File: src/rtl/core/lrqs_pkg.sv
// Shared types and constants of the lottery run-queue scheduler.
package lrqs_pkg;

	localparam int MaxProcs = 64;
	localparam int IdW      = 6;
	localparam int PosW     = 6;
	localparam int CntW     = 7;
	localparam int TktW     = 16;
	localparam int SumW     = 22;
	localparam int DrawW    = 31;
	localparam int SliceW   = 16;
	localparam int StatW    = 3;
	localparam int QW       = IdW + TktW;

	typedef enum logic [1:0] {
		OP_ENQ  = 2'd0,
		OP_DEQ  = 2'd1,
		OP_PICK = 2'd2,
		OP_TICK = 2'd3
	} op_t;

	typedef enum logic [StatW-1:0] {
		ST_OK     = 3'd0,
		ST_FULL   = 3'd1,
		ST_DUP    = 3'd2,
		ST_ABSENT = 3'd3,
		ST_EMPTY  = 3'd4
	} status_t;

	typedef enum logic [3:0] {
		S_IDLE,
		S_CLEAR,
		S_SLICE,
		S_ENQ,
		S_DEQ_RD,
		S_DEQ_CMP,
		S_SHIFT_RD,
		S_SHIFT_WR,
		S_MOD,
		S_WALK_RD,
		S_WALK_CMP,
		S_OUT
	} state_t;

endpackage

File: src/rtl/core/lrqs_ram.sv
// Generic single-port-write, single-read RAM with registered read data.
module lrqs_ram #(
	parameter int Width = 8,
	parameter int Depth = 64
) (
	input  logic                     clk,
	input  logic                     we,
	input  logic [$clog2(Depth)-1:0] waddr,
	input  logic [Width-1:0]         wdata,
	input  logic [$clog2(Depth)-1:0] raddr,
	output logic [Width-1:0]         rdata
);
	logic [Width-1:0] mem [Depth];

	always_ff @(posedge clk) begin
		if (we) begin
			mem[waddr] <= wdata;
		end
		rdata <= mem[raddr];
	end
endmodule

File: src/rtl/core/lottery_run_queue_scheduler.sv
// Top level of the lottery run-queue scheduler.
//
//  channel | direction | handshake           | content
//  --------+-----------+---------------------+--------------------------------------
//  in      | input     | in_valid/in_ready   | op, proc_id, priority_req, random_value
//  out     | output    | out_valid/out_ready | status, picked_*, resched, queued_count
//  cfg     | input     | cfg_we              | cfg_wdata -> slice limit register
//
// One item at a time. Enqueue and tick do a slice memory read-modify-write; a
// rejected enqueue or dequeue and a pick on an empty queue go straight to the
// result. Dequeue reads the entries ahead of the match, then shifts each entry
// behind it down by one (one queue access a cycle). Pick computes a bit-serial
// remainder over all draw bits, then walks the entries. After reset a clearing
// pass zeroes all 64 entries of the slice memory; no item is accepted
// meanwhile. A result waits in the output register while the sink stalls; the
// next item is taken the cycle after the result transfer.
module lottery_run_queue_scheduler (
	input  logic                        clk,
	input  logic                        arst_n,
	input  logic                        in_valid,
	output logic                        in_ready,
	input  logic [1:0]                  op,
	input  logic [lrqs_pkg::IdW-1:0]    proc_id,
	input  logic [lrqs_pkg::TktW-1:0]   priority_req,
	input  logic [lrqs_pkg::DrawW-1:0]  random_value,
	output logic                        out_valid,
	input  logic                        out_ready,
	output logic [lrqs_pkg::StatW-1:0]  status,
	output logic                        picked_valid,
	output logic [lrqs_pkg::IdW-1:0]    picked_proc,
	output logic                        resched,
	output logic [lrqs_pkg::CntW-1:0]   queued_count,
	input  logic                        cfg_we,
	input  logic [lrqs_pkg::SliceW-1:0] cfg_wdata
);
	import lrqs_pkg::*;

	state_t state_q, state_d;

	// Held copy of the accepted item.
	op_t               op_q;
	logic [IdW-1:0]    pid_q;
	logic [TktW-1:0]   tkt_q;
	logic [DrawW-1:0]  draw_q;

	logic [SliceW-1:0] max_slice_q;
	logic [CntW-1:0]   len_q;
	logic [SumW-1:0]   sum_q;
	logic [MaxProcs-1:0] queued_q;

	// Walk and divider state.
	logic [PosW-1:0]   pos_q;
	logic [SumW-1:0]   rem_q;
	logic [4:0]        bit_q;
	logic [IdW-1:0]    first_id_q;

	// Result register.
	logic [StatW-1:0]  status_q;
	logic              pvalid_q;
	logic [IdW-1:0]    pproc_q;
	logic              resched_q;

	// Queue memory: {id, tickets}.
	logic            q_we;
	logic [PosW-1:0] q_waddr, q_raddr;
	logic [QW-1:0]   q_wdata, q_rdata;
	logic [IdW-1:0]  rd_id;
	logic [TktW-1:0] rd_tkt;

	// Slice memory, indexed by process id.
	logic              s_we;
	logic [IdW-1:0]    s_waddr;
	logic [SliceW-1:0] s_wdata, s_rdata;

	lrqs_ram #(.Width(QW), .Depth(MaxProcs)) u_queue_ram (
		.clk, .we(q_we), .waddr(q_waddr), .wdata(q_wdata), .raddr(q_raddr), .rdata(q_rdata)
	);

	lrqs_ram #(.Width(SliceW), .Depth(MaxProcs)) u_slice_ram (
		.clk, .we(s_we), .waddr(s_waddr), .wdata(s_wdata), .raddr(pid_q), .rdata(s_rdata)
	);

	assign rd_id  = q_rdata[QW-1:TktW];
	assign rd_tkt = q_rdata[TktW-1:0];

	logic [TktW-1:0] new_tkt;
	assign new_tkt = (tkt_q == '0) ? TktW'(1) : tkt_q;

	// Restoring remainder: shift in one draw bit, subtract if it fits.
	logic [SumW:0] rem_sh;
	assign rem_sh = {rem_q, draw_q[bit_q]};

	logic last_pos;
	assign last_pos = ({1'b0, pos_q} + CntW'(1)) >= len_q;

	assign in_ready  = (state_q == S_IDLE) && !out_valid;
	assign status       = status_q;
	assign picked_valid = pvalid_q;
	assign picked_proc  = pproc_q;
	assign resched      = resched_q;
	assign queued_count = len_q;

	always_ff @(posedge clk or negedge arst_n) begin
		if (!arst_n) begin
			state_q <= S_CLEAR;
		end else begin
			state_q <= state_d;
		end
	end

	// Next state and memory controls.
	always_comb begin
		state_d = state_q;
		q_we    = 1'b0;
		q_waddr = pos_q;
		q_wdata = {rd_id, rd_tkt};
		q_raddr = pos_q;
		s_we    = 1'b0;
		s_waddr = pid_q;
		s_wdata = '0;
		unique case (state_q)
			S_CLEAR: begin
				s_we    = 1'b1;
				s_waddr = pos_q;
				if (pos_q == PosW'(MaxProcs - 1)) begin
					state_d = S_IDLE;
				end
			end
			S_IDLE: begin
				if (in_valid && in_ready) begin
					unique case (op_t'(op))
						OP_ENQ, OP_TICK: state_d = S_SLICE;
						OP_DEQ:          state_d = S_DEQ_RD;
						OP_PICK:         state_d = S_MOD;
						default:         state_d = S_IDLE;
					endcase
				end
			end
			S_SLICE: begin
				state_d = S_ENQ;
				if (op_q == OP_ENQ && (queued_q[pid_q] || len_q >= CntW'(MaxProcs))) begin
					state_d = S_OUT;
				end
			end
			S_ENQ: begin
				// Slice read data is valid now.
				if (op_q == OP_ENQ) begin
					q_we    = 1'b1;
					q_waddr = len_q[PosW-1:0];
					q_wdata = {pid_q, new_tkt};
					s_we    = (s_rdata == '0) || (s_rdata > max_slice_q);
					s_wdata = max_slice_q;
				end else begin
					s_we    = 1'b1;
					s_wdata = (s_rdata != '0) ? s_rdata - SliceW'(1) : '0;
				end
				state_d = S_OUT;
			end
			S_DEQ_RD: begin
				state_d = queued_q[pid_q] ? S_DEQ_CMP : S_OUT;
			end
			S_DEQ_CMP: begin
				if (rd_id == pid_q) begin
					state_d = last_pos ? S_OUT : S_SHIFT_RD;
					q_raddr = pos_q + PosW'(1);
				end else begin
					state_d = last_pos ? S_OUT : S_DEQ_RD;
					q_raddr = pos_q + PosW'(1);
				end
			end
			S_SHIFT_RD: begin
				// Hold the read on entry pos+1.
				q_raddr = pos_q + PosW'(1);
				state_d = S_SHIFT_WR;
			end
			S_SHIFT_WR: begin
				// rd holds entry pos+1; move it down to pos. len_q is already shortened.
				q_we    = 1'b1;
				q_waddr = pos_q;
				state_d = ({1'b0, pos_q} + CntW'(2) > len_q) ? S_OUT : S_SHIFT_RD;
				q_raddr = pos_q + PosW'(2);
			end
			S_MOD: begin
				q_raddr = '0;
				if (len_q == '0) begin
					state_d = S_OUT;
				end else if (bit_q == '0) begin
					state_d = S_WALK_RD;
				end
			end
			S_WALK_RD: begin
				state_d = S_WALK_CMP;
			end
			S_WALK_CMP: begin
				q_raddr = pos_q + PosW'(1);
				if (SumW'(rd_tkt) > rem_q || last_pos) begin
					state_d = S_OUT;
				end else begin
					state_d = S_WALK_RD;
				end
			end
			S_OUT: begin
				state_d = S_IDLE;
			end
			default: state_d = S_IDLE;
		endcase
	end

	always_ff @(posedge clk or negedge arst_n) begin
		if (!arst_n) begin
			max_slice_q <= SliceW'(5);
			len_q       <= '0;
			sum_q       <= '0;
			queued_q    <= '0;
			out_valid   <= 1'b0;
			pos_q       <= '0;
		end else begin
			if (cfg_we) begin
				max_slice_q <= cfg_wdata;
			end
			if (out_valid && out_ready) begin
				out_valid <= 1'b0;
			end
			unique case (state_q)
				S_CLEAR: pos_q <= pos_q + PosW'(1);
				S_IDLE: begin
					pos_q <= '0;
					if (in_valid && in_ready) begin
						op_q   <= op_t'(op);
						pid_q  <= proc_id;
						tkt_q  <= priority_req;
						draw_q <= random_value;
						status_q  <= ST_OK;
						pvalid_q  <= 1'b0;
						pproc_q   <= '0;
						resched_q <= 1'b0;
						rem_q     <= '0;
						bit_q     <= 5'(DrawW - 1);
					end
				end
				S_SLICE: begin
					if (op_q == OP_ENQ) begin
						if (queued_q[pid_q]) begin
							status_q <= ST_DUP;
						end else if (len_q >= CntW'(MaxProcs)) begin
							status_q <= ST_FULL;
						end
					end
				end
				S_ENQ: begin
					if (op_q == OP_ENQ) begin
						len_q           <= len_q + CntW'(1);
						sum_q           <= sum_q + SumW'(new_tkt);
						queued_q[pid_q] <= 1'b1;
					end else begin
						resched_q <= (s_rdata <= SliceW'(1));
					end
				end
				S_DEQ_RD: begin
					if (!queued_q[pid_q]) begin
						status_q <= ST_ABSENT;
					end
				end
				S_DEQ_CMP: begin
					if (rd_id == pid_q) begin
						sum_q           <= sum_q - SumW'(rd_tkt);
						len_q           <= len_q - CntW'(1);
						queued_q[pid_q] <= 1'b0;
					end else begin
						pos_q <= pos_q + PosW'(1);
						if (last_pos) begin
							queued_q[pid_q] <= 1'b0;
						end
					end
				end
				S_SHIFT_WR: pos_q <= pos_q + PosW'(1);
				S_MOD: begin
					if (len_q == '0) begin
						status_q <= ST_EMPTY;
					end else begin
						if (sum_q != '0) begin
							if (rem_sh >= {1'b0, sum_q}) begin
								rem_q <= SumW'(rem_sh - {1'b0, sum_q});
							end else begin
								rem_q <= SumW'(rem_sh);
							end
						end
						bit_q <= bit_q - 5'(1);
					end
				end
				S_WALK_CMP: begin
					if (pos_q == '0) begin
						first_id_q <= rd_id;
					end
					pvalid_q <= 1'b1;
					if (sum_q == '0) begin
						pproc_q <= (pos_q == '0) ? rd_id : first_id_q;
					end else if (SumW'(rd_tkt) > rem_q) begin
						pproc_q <= rd_id;
					end else begin
						pproc_q <= (pos_q == '0) ? rd_id : first_id_q;
					end
					rem_q <= rem_q - SumW'(rd_tkt);
					pos_q <= pos_q + PosW'(1);
				end
				S_OUT: out_valid <= 1'b1;
				default: ;
			endcase
		end
	end

	// A result is never overwritten while it waits.
	assert property (@(posedge clk) disable iff (!arst_n)
		out_valid && !out_ready |=> out_valid && $stable(status))
		else $error("result lost while stalled");

	// No item is taken while a result is pending.
	assert property (@(posedge clk) disable iff (!arst_n)
		out_valid |-> !in_ready)
		else $error("input taken with result pending");

	// Queue length never exceeds the capacity.
	assert property (@(posedge clk) disable iff (!arst_n)
		len_q <= CntW'(MaxProcs))
		else $error("queue length overflow");
endmodule
File: config.mk
export PLATFORM = sky130hd
export DESIGN_NAME = lottery_run_queue_scheduler
export DESIGN_NICKNAME = d
export VERILOG_FILES = /design/src/rtl/core/lrqs_pkg.sv /design/src/rtl/core/lrqs_ram.sv /design/src/rtl/core/lottery_run_queue_scheduler.sv
export SDC_FILE = /design/constraint.sdc
export NUM_CORES = 2
export LEC_CHECK = 0
export BUFFER_PORTS_ARGS = -buffer_cell sky130_fd_sc_hd__buf_2
export CORE_UTILIZATION = 35
export DETAILED_ROUTE_END_ITERATION = 12
export PLACE_DENSITY_LB_ADDON = 0.08
export SYNTH_ARGS = -nofsm -noshare
export SYNTH_HDL_FRONTEND = slang
export SYNTH_SLANG_ARGS = --single-unit
export TNS_END_PERCENT = 50
File: constraint.sdc
create_clock -name clk -period 7.2 [get_ports clk]
set_input_delay 1.44 -clock clk [delete_from_list [all_inputs] [get_ports clk]]
set_output_delay 1.44 -clock clk [all_outputs]
set_load 0.03 [all_outputs]
After elaboration in Yosys (flattened, before gate mapping). Memories as Yosys holds them, arrays and structs flattened. A register that Yosys moved wholly into a read port is not among the register bits. Cells that the tools add are included. W data, S select, Z words.

Add/subtract/negate cells: 12. $lt $le $gt $ge: 10. Eq/ne operators: 30. Muxes and demuxes: 75. Bitwise logic cells: 3. Reductions and logical operators: 42.

Operator list (number): $mux W64 (3); $mux W22 (8); $pmux W64 S2 (1); $pmux W22 S3 (1); $and A64 B64 Y64 (1); $mux W16 (4); $not A64 Y64 (1); $or A64 B64 Y64 (1); $mux W6 (8); $pmux W22 S2 (1); $pmux W4 S11 (1); $sub A22 B16 Y22 (2); $mux W4 (10); $pmux W6 S3 (2); $logic_not A16 Y1 (2); $ge A23 B22 Y1 (1); $add A22 B16 Y22 (1); $gt A16 B22 Y1 (1); $logic_not A22 Y1 (1); $reduce_bool A22 Y1 (1); $sub A22 B22 Y22 (1); $ne A2 B2 Y1 const B (10); $mux W3 (6); $eq A4 B3 Y1 const B (4); other kinds (57) (100).

Flip-flop bits (word level): 219. RAM bits: 2432. Bits of input ports: 76. Output and inout bits: 20. Word-level logic and storage cells: 192. Memories: 2.

Memory list: u_queue_ram.mem (depth 64, width 22, read ports 1, clocked after Yosys merged registers in 1, wr ports 1, RTL line lrqs_ram.sv:13) `logic [Width-1:0] mem [Depth];`; u_slice_ram.mem (depth 64, width 16, read ports 1, clocked after Yosys merged registers in 1, wr ports 1, RTL line lrqs_ram.sv:13).

Depth between registers and ports, before layout.
Depth after elaboration: 9. Depth in mapped cells: 23. Depth with buffers taken out: 22.

Cells and area by module. From an unflattened synthesis, not the netlist that was laid out.

Cells, all modules: 5924. Area total of the unflattened synthesis: 110212.0 sq um.

Modules (own cells, without submodules): lrqs_ram (u_queue_ram) (times used 1, cells an instance 2408, area each 54339.6 sq um, seq. area each 42721.0 sq um); lrqs_ram (u_slice_ram) (times used 1, cells an instance 1829, area each 40042.2 sq um, seq. area each 31069.8 sq um); lottery_run_queue_scheduler (times used 1, cells an instance 1687, area each 15830.2 sq um, seq. area each 5979.5 sq um).

Worst setup path before layout. Ideal clock, no wire load.

Path kind: reg-to-reg. From: register state_q[0]. To: memory u_queue_ram.mem[0][17] in the netlist's numbering (data pin). Library setup time: 702 ps. Data arrival time: 4264 ps. Slack: 2234 ps. Cell stages (with the launch flop): 8. Buffers on the path: 3. Cell sequence: dfstp_2 -> buf_2 -> nand2_1 -> nor3_2 -> nand2_1 -> clkbuf_1 -> clkbuf_1 -> o21ai_0.

Longest elaborated chain between the ends: 2.

RTL lines: from (decl) (RTL line lottery_run_queue_scheduler.sv:38) `state_t state_q, state_d;`; from (signal assigned) (RTL line lottery_run_queue_scheduler.sv:107) `state_q <= state_d;`; $eq A4 B2 Y1 (RTL line lottery_run_queue_scheduler.sv:121) `unique case (state_q)`; $mux W22 (RTL line lottery_run_queue_scheduler.sv:121); net q_wdata[17] (RTL line lottery_run_queue_scheduler.sv:66) `logic [QW-1:0] q_wdata, q_rdata;`; to (decl) (RTL line lrqs_ram.sv:13).

The timed path passes the listed nets, and every way through them passes these cells.

Final worst setup path.
From: register state_q[0]. To: memory u_queue_ram.mem[50][21] in the netlist's numbering (enable).

Longest elaborated chain between the ends: 4.

RTL lines: $eq A4 B3 Y1 / $eq A4 B2 Y1 (equally long branches) (RTL line lottery_run_queue_scheduler.sv:121); $pmux W1 S2 (RTL line lottery_run_queue_scheduler.sv:121); $mux W1 (RTL line lrqs_ram.sv:16) `if (we) begin`; $mux W1 (not written as such) (RTL line lrqs_ram.sv:17) `mem[waddr] <= wdata;`.

Parallel ways exist; a longest one is shown, timed or not.

==> summary.md <==
| Metric | Value |
|---|---|
| Die Ht | `561 µm` |
| Register area share after synthesis | `72.9%` |
| Crit end category | `register` |
| Max-Cap Viols | `0` |
| 1st-iter DRT viols | `~7300` |
| Row Count | `204` |
| Multi-input gate area | `27800 µm²` |
| Total CTS buffers | `between 300 and 400` |
| Hold Violations, Final | `0` |
| Status | `completed` |
| Post-synth EDFFs | `roughly 2500` |
| Via count | `68183` |
| Number of fill cells | `28659` |
| Syn. warnings | `0` |
| Fmax | `178 MHz` |
| Final RePlAce weighted congestion | `0.831` |
| Via density | `5.53` |
| Placed wire-length estimate | `approximately 220000 µm` |
| Storage cell area | `79800 µm²` |
| Worst vdd ir | `roughly 0.26 mV` |
| Yosys cell types | `106` |
| Area growth, synth to finish | `15.2%` |
| Worst hold path class | `in -> async` |
| Top_reg_cell synth | `edfxtp_1` |
| # nets final | `8142` |
| Post-synthesis async set-or-reset flop share | `~4.5%` |
| Post-cts resize count | `0` |
| H-tree levels | `5` |
| # hold bufs at CTS | `0` |
| Port Buf Inserts | `95` |
| CTS tree | `yes` |
| Clk_lat worst skew | `0.90 ns` |
| Crit Path Class | `reg -> reg` |
| CP Data Required Time | `about 7.7 ns` |
| Initial antenna violation count | `26` |
| Clk sink count | `2689` |
| Clock slew at reported path FFs | `0.06 ns` |
| DRC viols | `0` |
| First drt pass iteration count | `6` |
| Largest net degree at the start of global routing | `79` |
| Pwr per Cell Area | `389 nW/µm²` |
| Relative slew slack | `13.2%` |
| PnR worst setup slack | `about 1.6 ns` |
| Syn_nets | `7895` |
| Tot Pwr | `49.1 mW` |
| Fraction of layout cells with a size suffix above 1 | `between 10% and 20%` |
| Max clock buf depth | `4` |
| Leakage Power | `42.7 nW` |
| Final Cycle Share | `78.1%` |
| Clk_skew | `approximately 0.064 ns` |
| Root buf cell | `clkbuf_16` |
| Syn_area_per_cell | `14.2 µm²` |
| Total grt overflow | `0` |
| WP data arrival | `6.10 ns` |
| CP startpoint kind | `register` |
| Final setup violation count | `0` |
| Post-route ant nets | `0` |
| Initial core utilization | `35.3%` |
| Setup bufs post-CTS | `0` |
| Dpl ws | `1.64 ns` |
| Routed WL | `367000 µm` |
| Yosys reg bits | `2689` |
| Crit Path Max Fanout | `30` |
| Global-route wire length before repair | `516000 µm` |
| Pins Over Slew Limit | `0` |
| Number of global-route vias before repair | `~66000` |
| Post-synthesis instance total | `between 7000 and 8000` |
| Setup TNS | `0 ns` |
| Core outline area | `about 310000 µm²` |
| Die area | `about 310000 µm²` |
| RSZ-0062 raised after global routing | `no` |
| Synth Cell Area | `109000 µm²` |
| Routed length per instance | `29.7 µm` |
| Final min period | `5.62 ns` |
| Die width | `561 µm` |
| Slew @ Worst Pin | `between 1 and 1.5 ns` |
| Boundary pin count | `96` |
| Total track usage | `~23%` |
critical path: stages (launching register included):
cell and delay [ns]:
dfstp_2 0.86, nand2_1 0.29, nor3_2 0.58, nand2_2 0.55
mux2i_1 0.86, nand3_1 0.80, nor2_2 1.24
through the flow:
step,hold WS (ns),instance area (µm²),instances,utilization (%)
after floorplan,0.455,109000,7711,-
after global placement,0.470,116000,11768,37.5
after detailed placement,0.489,116000,11768,37.5
after CTS,0.375,126000,12321,40.7
after global routing,0.412,126000,12325,40.7
final,0.427,126000,12335,40.7
logic make-up after synthesis:
kind of cell	count (synthesis)	share of synthesized area, %
buffers and inverters	582	2.47
AO/OA/AOI/OAI	1343	8.79
adder cells (fa/ha/maj)	108	1.26
flip-flops	2689	72.9
multiplexers	357	3.45
AND/OR/NAND/NOR	2537	10.4
XOR/XNOR	95	0.760
layout by cell type, fill, tap and decap left out, types with 140 or more instances in the layout:
master     Yosys  routed
mux2i_1      317     317
nand2_1     1255    1249
a22oi_1      343     343
buf_4         49     296
a31oi_1      194     193
edfxtp_1    2531    2531
clkbuf_16      0     311
nor2_1       243     140
nand3_1      668     668
a21oi_1      150     150
area by class of cell:
| cell class | instances | share of cell area (%) |
|---|---|---|
| inverter | 105 | 0.313 |
| antenna | 14 | 0.0278 |
| clock inverter | 156 | 1.25 |
| timing repair buffer | 414 | 2.51 |
| clock buffer | 397 | 6.50 |
| tap | 4120 | 4.09 |
| sequential | 2689 | 63.3 |
| multi-input combinational | 4440 | 22.0 |
registers in the layout, summed over array words and instances (netlist names), 2 cells and up, named ones only:
name               cells
u_slice_ram.mem     1024
status                 3
state_q                4
pid_q                  6
rem_q                 22
max_slice_q           16
pos_q                  6
u_queue_ram.rdata     22
picked_proc            6
tkt_q                 16
sum_q                 22
u_queue_ram.mem     1408
queued_count           7
draw_q                31
bit_q                  5
op_q                   2
u_slice_ram.rdata     16
first_id_q             6
report_power, final:
group	switching, mW	internal [mW]
Clock	6.51	8.88
Combinational	9.97	3.90
Sequential	0.686	19.2
final timing paths:
path	from	endpoint	slack, ns	depth (start not counted)
setup / recovery	state_q[0]	u_queue_ram.mem[50][21]	1.58	6
hold / removal	arst_n	sum_q[9]	0.43	1
setup reg to reg	state_q[0]	u_queue_ram.mem[50][21]	1.58	6
hold reg to reg	register	register	0.50	2
max in group asynchronous	arst_n	max_slice_q[8]	5.04	3
min in group clk	register	register	0.50	2
Yosys cell counts (14+ instances only):
library cell  instances  area, µm²
edfxtp_1           2531      76000
nand2_1            1255       4710
nand3_1             668       3340
a22oi_1             343       2570
mux2i_1             317       3170
nor2_1              243        912
buf_2               223       1120
a31oi_1             194       1210
clkbuf_1            151        567
a21oi_1             150        751
o21ai_0             129        646
dfrtp_1             117       2930
ha_1                104       1300
and3_1              101        632
inv_1               101        379
a32oi_1              93        815
a221oi_1             84        736
a22o_1               70        613
nand4_1              61        382
xnor2_1              55        482
buf_4                49        368
buf_1                47        176
nor4_1               43        269
xor2_1               40        350
o22ai_1              39        244
dfxtp_1              38        761
a21o_1               33        248
o31ai_1              30        225
nand2b_1             29        181
nor3_1               29        145
nor2b_1              28        175
o211ai_1             27        203
mux2_2               24        270
a41oi_1              17        149
o21a_1               16        120
and2_1               14       87.6
mux4_2               14        315
per-layer routing:
layer / share of wire [%] / routed length (µm) / track usage, %
met1: 46 / 170000 / 33.4
met2: 46 / 169000 / 36.1
met3: 5.3 / 19400 / 2.78
met4: 2.2 / 8190 / 5.16
met5: 0 / 0 / 0
No activity file was read; power rests on OpenSTA's default activity.
